File: src/rtl/bcmi_pkg.sv
// Package for the blink code menu indicator.
// Shared types, op codes, register indexes and limits; no dependencies.
`default_nettype none

package bcmi_pkg;

    localparam int unsigned LEVEL_W   = 10;
    localparam int unsigned SETTING_W = 4;
    localparam int unsigned STEP_W    = 6;
    localparam int unsigned MS_W      = 16;
    localparam int unsigned CFG_AW    = 2;
    localparam int unsigned CFG_DW    = 16;
    localparam int unsigned IN_TDATA_W  = 16;
    localparam int unsigned OUT_TDATA_W = 24;

    localparam logic [SETTING_W-1:0] MAX_SETTING        = 4'd4;
    localparam bit                   ALLOW_SETTING_ZERO = 1'b1;
    localparam logic [SETTING_W-1:0] MIN_SETTING        = ALLOW_SETTING_ZERO ? 4'd0 : 4'd1;

    typedef enum logic [2:0] {
        OP_TICK      = 3'd0,
        OP_NEXT      = 3'd1,
        OP_PREV      = 3'd2,
        OP_SELECT    = 3'd3,
        OP_SETTINGS  = 3'd4,
        OP_FLASH     = 3'd5,
        OP_SET_LEVEL = 3'd6
    } op_t;

    typedef enum logic [1:0] {
        PAT_STEADY = 2'd0,
        PAT_BLINK  = 2'd1,
        PAT_FLASH  = 2'd2
    } pattern_t;

    typedef enum logic [CFG_AW-1:0] {
        CFG_LEVEL_HIGH   = 2'd0,
        CFG_LEVEL_LOW    = 2'd1,
        CFG_STEP_SPACING = 2'd2
    } cfg_idx_t;

    typedef struct packed {
        logic [1:0]           pattern_mode;
        logic [SETTING_W-1:0] setting_number;
        logic                 in_normal_mode;
        logic [LEVEL_W-1:0]   pwm_level;
    } result_t;

endpackage

`default_nettype wire

File: src/rtl/blink_code_menu_indicator_top.sv
// Blink code menu indicator, top level. Uses bcmi_pkg, bcmi_core, bcmi_out_buf.
// The result of each accepted input beat is registered in the output stage (main or skid entry).
// Throughput: one beat per cycle while s_tready is high; each accepted beat updates the state registers.
// A two-entry output stage keeps s_tready high while one result waits.
// Reset (rst_n low, async): normal mode, steady pattern, level 0, config defaults.
`default_nettype none

module blink_code_menu_indicator_top
    import bcmi_pkg::*;
(
    input  wire logic                   clk,
    input  wire logic                   rst_n,
    input  wire logic                   cfg_we,
    input  wire logic [CFG_AW-1:0]      cfg_addr,
    input  wire logic [CFG_DW-1:0]      cfg_wdata,
    input  wire logic                   s_tvalid,
    output logic                        s_tready,
    input  wire logic [IN_TDATA_W-1:0]  s_tdata,   // op[2:0], level[12:3]
    output logic                        m_tvalid,
    input  wire logic                   m_tready,
    output logic [OUT_TDATA_W-1:0]      m_tdata    // pwm_level[9:0], in_normal_mode[10],
                                                   // setting_number[14:11], pattern_mode[16:15]
);

    logic    in_fire;
    result_t core_result, out_result;

    assign in_fire = s_tvalid && s_tready;

    bcmi_core u_core (
        .clk       (clk),
        .rst_n     (rst_n),
        .cfg_we    (cfg_we),
        .cfg_addr  (cfg_addr),
        .cfg_wdata (cfg_wdata),
        .in_fire   (in_fire),
        .in_op     (s_tdata[2:0]),
        .in_level  (s_tdata[12:3]),
        .result    (core_result)
    );

    bcmi_out_buf u_out_buf (
        .clk       (clk),
        .rst_n     (rst_n),
        .in_fire   (in_fire),
        .in_data   (core_result),
        .in_ready  (s_tready),
        .out_valid (m_tvalid),
        .out_ready (m_tready),
        .out_data  (out_result)
    );

    assign m_tdata = {{(OUT_TDATA_W - $bits(result_t)){1'b0}}, out_result};

endmodule

`default_nettype wire

File: src/rtl/bcmi_core.sv
// State and per-beat update of the blink code menu indicator.
// Uses bcmi_pkg. Each accepted beat updates the state registers.
`default_nettype none

module bcmi_core
    import bcmi_pkg::*;
(
    input  wire logic                 clk,
    input  wire logic                 rst_n,
    input  wire logic                 cfg_we,
    input  wire logic [CFG_AW-1:0]    cfg_addr,
    input  wire logic [CFG_DW-1:0]    cfg_wdata,
    input  wire logic                 in_fire,
    input  wire logic [2:0]           in_op,
    input  wire logic [LEVEL_W-1:0]   in_level,
    output result_t                   result
);

    logic [LEVEL_W-1:0]   level_high_reg, level_low_reg;
    logic [MS_W-1:0]      spacing_reg;

    logic                 normal_reg, normal_next;
    logic [SETTING_W-1:0] setting_reg, setting_next;
    logic [1:0]           pattern_reg, pattern_next;
    logic [SETTING_W-1:0] count_reg, count_next;
    logic [STEP_W-1:0]    step_reg, step_next;
    logic [MS_W-1:0]      elapsed_reg, elapsed_next;
    logic [LEVEL_W-1:0]   level_reg, level_next;
    logic [LEVEL_W-1:0]   saved_reg, saved_next;

    always_ff @(posedge clk or negedge rst_n)
    begin
        if (!rst_n)
        begin
            level_high_reg <= 10'd1023;
            level_low_reg  <= 10'd0;
            spacing_reg    <= 16'd250;
        end
        else if (cfg_we)
        begin
            case (cfg_idx_t'(cfg_addr))
                CFG_LEVEL_HIGH:   level_high_reg <= cfg_wdata[LEVEL_W-1:0];
                CFG_LEVEL_LOW:    level_low_reg  <= cfg_wdata[LEVEL_W-1:0];
                CFG_STEP_SPACING: spacing_reg    <= cfg_wdata[MS_W-1:0];
                default: ;
            endcase
        end
    end

    logic [MS_W-1:0]   elapsed_inc;
    logic [STEP_W-1:0] blink_lim, blink_s0, two_n;

    always_comb
    begin
        elapsed_inc = (elapsed_reg == '1) ? elapsed_reg : elapsed_reg + 16'd1;
        two_n       = {1'b0, count_reg, 1'b0};
        blink_lim   = two_n + 6'd2;
        if (count_reg == '0)
            blink_s0 = (step_reg > 6'd6) ? '0 : step_reg;
        else
            blink_s0 = (step_reg > blink_lim) ? '0 : step_reg;
    end

    always_comb
    begin
        normal_next  = normal_reg;
        setting_next = setting_reg;
        pattern_next = pattern_reg;
        count_next   = count_reg;
        step_next    = step_reg;
        elapsed_next = elapsed_reg;
        level_next   = level_reg;
        saved_next   = saved_reg;

        case (op_t'(in_op))
            OP_TICK:
            begin
                elapsed_next = elapsed_inc;
                if ((pattern_reg == PAT_BLINK || pattern_reg == PAT_FLASH)
                    && elapsed_inc > spacing_reg)
                begin
                    elapsed_next = '0;
                    if (pattern_reg == PAT_BLINK)
                    begin
                        if (count_reg == '0)
                            level_next = (blink_s0 < 6'd5) ? level_high_reg : level_low_reg;
                        else if (blink_s0 >= two_n || blink_s0[0])
                            level_next = level_low_reg;
                        else
                            level_next = level_high_reg;
                        step_next = blink_s0 + 6'd1;
                    end
                    else if (step_reg > 6'd3)
                    begin
                        step_next    = '0;
                        pattern_next = PAT_STEADY;
                        level_next   = saved_reg;
                    end
                    else
                    begin
                        level_next = (step_reg == 6'd0 || step_reg == 6'd2)
                                     ? level_high_reg : '0;
                        step_next  = step_reg + 6'd1;
                    end
                end
            end
            OP_NEXT, OP_PREV, OP_SETTINGS:
            begin
                if (!normal_reg || op_t'(in_op) == OP_SETTINGS)
                begin
                    if (op_t'(in_op) == OP_NEXT && setting_reg < MAX_SETTING)
                        setting_next = setting_reg + 4'd1;
                    else if (op_t'(in_op) == OP_PREV && setting_reg > MIN_SETTING)
                        setting_next = setting_reg - 4'd1;
                    normal_next  = (op_t'(in_op) == OP_SETTINGS) ? 1'b0 : normal_reg;
                    count_next   = setting_next;
                    pattern_next = PAT_BLINK;
                    saved_next   = level_reg;
                    elapsed_next = '0;
                    step_next    = '0;
                    level_next   = level_low_reg;
                end
            end
            OP_SELECT:
            begin
                normal_next  = 1'b1;
                pattern_next = PAT_STEADY;
                level_next   = 10'd1;
            end
            OP_FLASH:
            begin
                pattern_next = PAT_FLASH;
                saved_next   = level_reg;
                elapsed_next = '0;
                step_next    = '0;
                level_next   = level_low_reg;
            end
            OP_SET_LEVEL:
                level_next = in_level;
            default: ;
        endcase
    end

    always_ff @(posedge clk or negedge rst_n)
    begin
        if (!rst_n)
        begin
            normal_reg  <= 1'b1;
            setting_reg <= MIN_SETTING;
            pattern_reg <= PAT_STEADY;
            count_reg   <= '0;
            step_reg    <= '0;
            elapsed_reg <= '0;
            level_reg   <= '0;
            saved_reg   <= '0;
        end
        else if (in_fire)
        begin
            normal_reg  <= normal_next;
            setting_reg <= setting_next;
            pattern_reg <= pattern_next;
            count_reg   <= count_next;
            step_reg    <= step_next;
            elapsed_reg <= elapsed_next;
            level_reg   <= level_next;
            saved_reg   <= saved_next;
        end
    end

    // result of the beat being accepted, captured by the output stage
    assign result.pwm_level      = level_next;
    assign result.in_normal_mode = normal_next;
    assign result.setting_number = setting_next;
    assign result.pattern_mode   = pattern_next;

endmodule

`default_nettype wire

File: src/rtl/bcmi_out_buf.sv
// Output register with skid stage for the result stream.
// Uses bcmi_pkg for the result type.
`default_nettype none

module bcmi_out_buf
    import bcmi_pkg::*;
(
    input  wire logic    clk,
    input  wire logic    rst_n,
    input  wire logic    in_fire,
    input  wire result_t in_data,
    output logic         in_ready,
    output logic         out_valid,
    input  wire logic    out_ready,
    output result_t      out_data
);

    logic    main_valid_reg, skid_valid_reg;
    result_t main_data_reg, skid_data_reg;
    logic    out_take;

    assign out_take  = main_valid_reg && out_ready;
    assign in_ready  = !skid_valid_reg;
    assign out_valid = main_valid_reg;
    assign out_data  = main_data_reg;

    always_ff @(posedge clk or negedge rst_n)
    begin
        if (!rst_n)
        begin
            main_valid_reg <= 1'b0;
            skid_valid_reg <= 1'b0;
        end
        else if (in_fire)
        begin
            if (!main_valid_reg || out_take)
                main_valid_reg <= 1'b1;
            else
                skid_valid_reg <= 1'b1;
        end
        else if (out_take)
        begin
            if (skid_valid_reg)
                skid_valid_reg <= 1'b0;
            else
                main_valid_reg <= 1'b0;
        end
    end

    always_ff @(posedge clk)
    begin
        if (in_fire)
        begin
            if (!main_valid_reg || out_take)
                main_data_reg <= in_data;
            else
                skid_data_reg <= in_data;
        end
        else if (out_take && skid_valid_reg)
            main_data_reg <= skid_data_reg;
    end

endmodule

`default_nettype wire

File: config.mk
export PLATFORM = sky130hd
export DESIGN_NAME = blink_code_menu_indicator_top
export DESIGN_NICKNAME = d
export VERILOG_FILES = /design/src/rtl/bcmi_pkg.sv /design/src/rtl/blink_code_menu_indicator_top.sv /design/src/rtl/bcmi_core.sv /design/src/rtl/bcmi_out_buf.sv
export SDC_FILE = /design/constraint.sdc
export NUM_CORES = 1
export LEC_CHECK = 0
export BUFFER_PORTS_ARGS = -buffer_cell sky130_fd_sc_hd__buf_2
export CORE_MARGIN = 2
export CORE_UTILIZATION = 35
export CTS_CLUSTER_DIAMETER = 80
export DETAILED_ROUTE_END_ITERATION = 8
export SLEW_MARGIN = 10
export SYNTH_ARGS = -nofsm -noshare
export SYNTH_HDL_FRONTEND = slang
export SYNTH_SLANG_ARGS = --single-unit
File: constraint.sdc
create_clock -name clk -period 5.1 [get_ports clk]
set_clock_uncertainty 0.2 [all_clocks]
set_input_delay 1.02 -clock clk [delete_from_list [all_inputs] [get_ports clk]]
set_output_delay 1.02 -clock clk [all_outputs]
set_load 0.03 [all_outputs]
==> impl_metrics.py <==
metrics = {
    "final_layout": {
        "fin_nets": 878,
        "postLayoutCellArea_sq_mm": 0.00859,
        "multiInputGateArea_sq_mm": 0.00380,
        "syn_to_final_growth_pct": 15.1,
        "drive_gt1_share_pct": 22.5,
        "insertedDiodeCount": 0,
        "fin_cells": 1091,
        "num-fill-cells": 2076,
        "seq_area_sq_mm": 0.00332,
        "fin_util_pct": 41.0,
    },
    "global_route": {
        "grt_max_degree": 59,
        "grt_pass1_vias": 5758,
        "antenna_found_initial": 0,
        "grt_usage_pct": 17.2,
        "overflow": 0,
        "grt_pass1_wl_mm": 30.0,
    },
    "detailed_routing": {
        "ant_nets": 0,
        "viasPerCell": 5.43,
        "drt-total-wl_mm": 18.3,
        "drt_iter0_markers": 504,
        "dr.pass1.iters": 6,
        "vias": 5919,
        "drc": 0,
        "wl_per_cell_microns": 16.8,
    },
    "clocking": {
        "insertion_delay_ps": 430,
        "htreeDepth": 4,
        "clk_pin_slew_worst_paths_ps": 60,
        "clockBufferDepth": 2,
        "cts_buffers": 17,
        "clkSinkCount": 125,
        "cts_tree": "yes",
        "cts_root_buf": "clkbuf_16",
    },
    "synth": {
        "synth_top_area_cell": "dfrtp_1",
        "synth_xor_area_share_pct": 2.68,
        "synthMuxAreaShare_pct": 7.77,
        "syn_inst": 750,
        "synth_area_per_cell_sq_um": 9.96,
        "synth-adder-area-share_pct": 6.03,
        "synth_cell_types": 74,
        "synth-simple-area-share_pct": 16.5,
        "yosysWarnings": 0,
        "yosysTopAreaCellShare_pct": 24.8,
        "synth-seq-area-share_pct": 44.4,
        "synthTopCellsByArea": "dfrtp_1, edfxtp_1, mux2_2, ha_1, dfstp_2",
        "synth_top_family_by_area": "compound AO/OA/AOI/OAI gates",
        "synth-edff-count": 34,
        "ys_ff_latch": 125,
        "synth-main-ff-cell": "dfrtp_1",
        "synth_compound_area_share_pct": 17.4,
        "synthesis.area_sq_mm": 0.00747,
        "ys_async_sr_fraction_pct": 72.8,
    },
    "setup_path": {
        "reg2reg_from": "u_core.elapsed_reg[0]$_DFFE_PN0P_",
        "crit_fanout": 8,
        "worstPathArrival_ps": 4770,
        "end_kind": "flop",
        "cp.required_ps": 5190,
        "startpoint_type": "flop",
        "reg2reg_slack_ps": 420,
        "rr_endpoint": "u_out_buf.out_data[15]$_DFFE_PP_",
        "reg2regPathDepth": 15,
        "crit_start": "u_core.elapsed_reg[0]$_DFFE_PN0P_",
        "worst-setup-path-type": "flop to flop",
    },
    "pwr": {
        "pwr_density_cell_mw_per_mm2": 494,
        "p_leak_uw": 0.00376,
        "ir_drop_mv": 0.263,
    },
    "sta": {
        "setup_viol": 0,
        "timing_hold_violations_final": 0,
        "slew_headroom_pct": 40.9,
        "timing.fmax_ghz": 0.214,
        "grt_setup_unrepaired": "false",
        "drv_slew": 0,
        "min_period_over_period_pct": 91.7,
        "period_needed_ps": 4680,
        "worst_pin_slew_ps": 885,
        "tns_ps": 0,
    },
    "hold_path": {
        "hold_depth": 1,
        "hold_path_class": "flop to flop",
        "worstHoldEndpoint": "u_core.spacing_reg[15]$_DFFE_PN0P_",
        "hp-start": "u_core.spacing_reg[15]$_DFFE_PN0P_",
    },
    "die": {
        "coreArea_sq_mm": 0.0210,
        "num_rows": 53,
        "die_area_sq_mm": 0.0225,
        "die_h_microns": 150,
        "start_util_pct": 35.6,
        "io_pins": 65,
        "die_w_microns": 150,
    },
    "flow_run": {
        "drv_cap": 0,
    },
    "place": {
        "io_buffer_count": 54,
        "placedCellCount": 1059,
        "placed_cell_area_sq_mm": 0.00801,
        "dpl.hpwl_mm": 13.3,
        "place_congestion": 0.868,
    },
    "outcome": {
        "status": "completed",
    },
}
[how the worst max path moves through the flow]
stage / end / slack [ps] / cells after the start
final: u_out_buf.out_data[15]$_DFFE_PP_ / 420 / 15
after global routing: u_out_buf.out_data[15]$_DFFE_PP_ / 60 / 15
after CTS: u_out_buf.out_data[9]$_DFFE_PP_ / 410 / 16
after detailed placement: u_out_buf.out_data[9]$_DFFE_PP_ / 430 / 16
after global placement: u_out_buf.out_data[9]$_DFFE_PP_ / 470 / 17
after floorplan: u_out_buf.out_data[0]$_DFFE_PP_ / 1030 / 17
[through the flow]
step / power, uW / hold slack, ps / worst slack, ps
after detailed placement: 3050 / 295 / 433
after floorplan: 2640 / 279 / 1030
final: 4240 / 306 / 422
after global routing: 4520 / 323 / 59.1
after global placement: 3010 / 290 / 467
after CTS: 4270 / 310 / 409
[logic make-up after synthesis]
family          Yosys count
compound gates          186
xor+xnor                 22
fa+ha+maj                36
buf+inv                  88
flops                   125
mux                      52
other cells               1
simple gates            240
[critical path, stage by stage, from the launching register on]
cell,delay [ps]
dfrtp_1,440
ha_1,200
nand2_1,130
nor4_2,430
and2_1,290
nor2_1,80
and3_1,190
xor2_1,170
ha_1,200
a211o_1,280
o211ai_1,80
a21oi_1,210
o31ai_2,760
o21ai_0,280
nor4_1,460
a21o_1,130
[synthesized netlist by cell type, types with 17 or more instances]
cell type and count:
a21oi_1 32, clkbuf_1 17, dfrtp_1 74, dfstp_2 17
edfxtp_1 34, ha_1 36, inv_1 50, mux2_2 48
nand2_1 71, nand3_1 23, nor2_1 47, o21ai_0 37
[repair_timing]
| action | 4_1_cts | 5_1_grt |
|---|---|---|
| setup endpoints to repair | 0 | 1 |
| hold buffers | 0 | 0 |
| buffers inserted | 0 | 0 |
| gates resized for setup | 0 | 1 |
[power breakdown]
| group | internal, uW | switching (uW) |
|---|---|---|
| clock network | 729 | 475 |
| logic | 572 | 895 |
| registers | 1370 | 201 |
[cell type report]
type	count	area share, %
multi-input cells	543	44.2
flip-flops and latches	125	38.6
clock buffers	22	5.63
repair buffers	66	4.22
well taps	275	4.00
inverters	50	2.18
clock inverters	10	1.16
[cell usage in the layout, fill, tap and decap left out, types with 7 or more instances in the layout]
master      n
a21oi_1    32
o211ai_1    7
a31oi_1    16
o31ai_1    11
edfxtp_1   34
o21a_1     11
clkbuf_16  17
conb_1      7
nor3_1      8
nand3_1    23
inv_1      50
dfrtp_1    74
dfstp_2    17
ha_1       36
xnor2_1    15
buf_2      53
o21ai_0    37
nor2b_1    13
buf_4      13
a21o_1      9
nor2_1     47
a22o_1     13
mux2_2     48
nand4_1    15
and3_1     16
nand2_1    71
[routing by layer]
layer | track usage (%) | wire length, microns
met1 | 22.9 | 8550
met3 | 4.55 | 916
met4 | 5.47 | 306
met5 | 0 | 0
met2 | 27.4 | 8550
(Power assumes the default switching activity.)
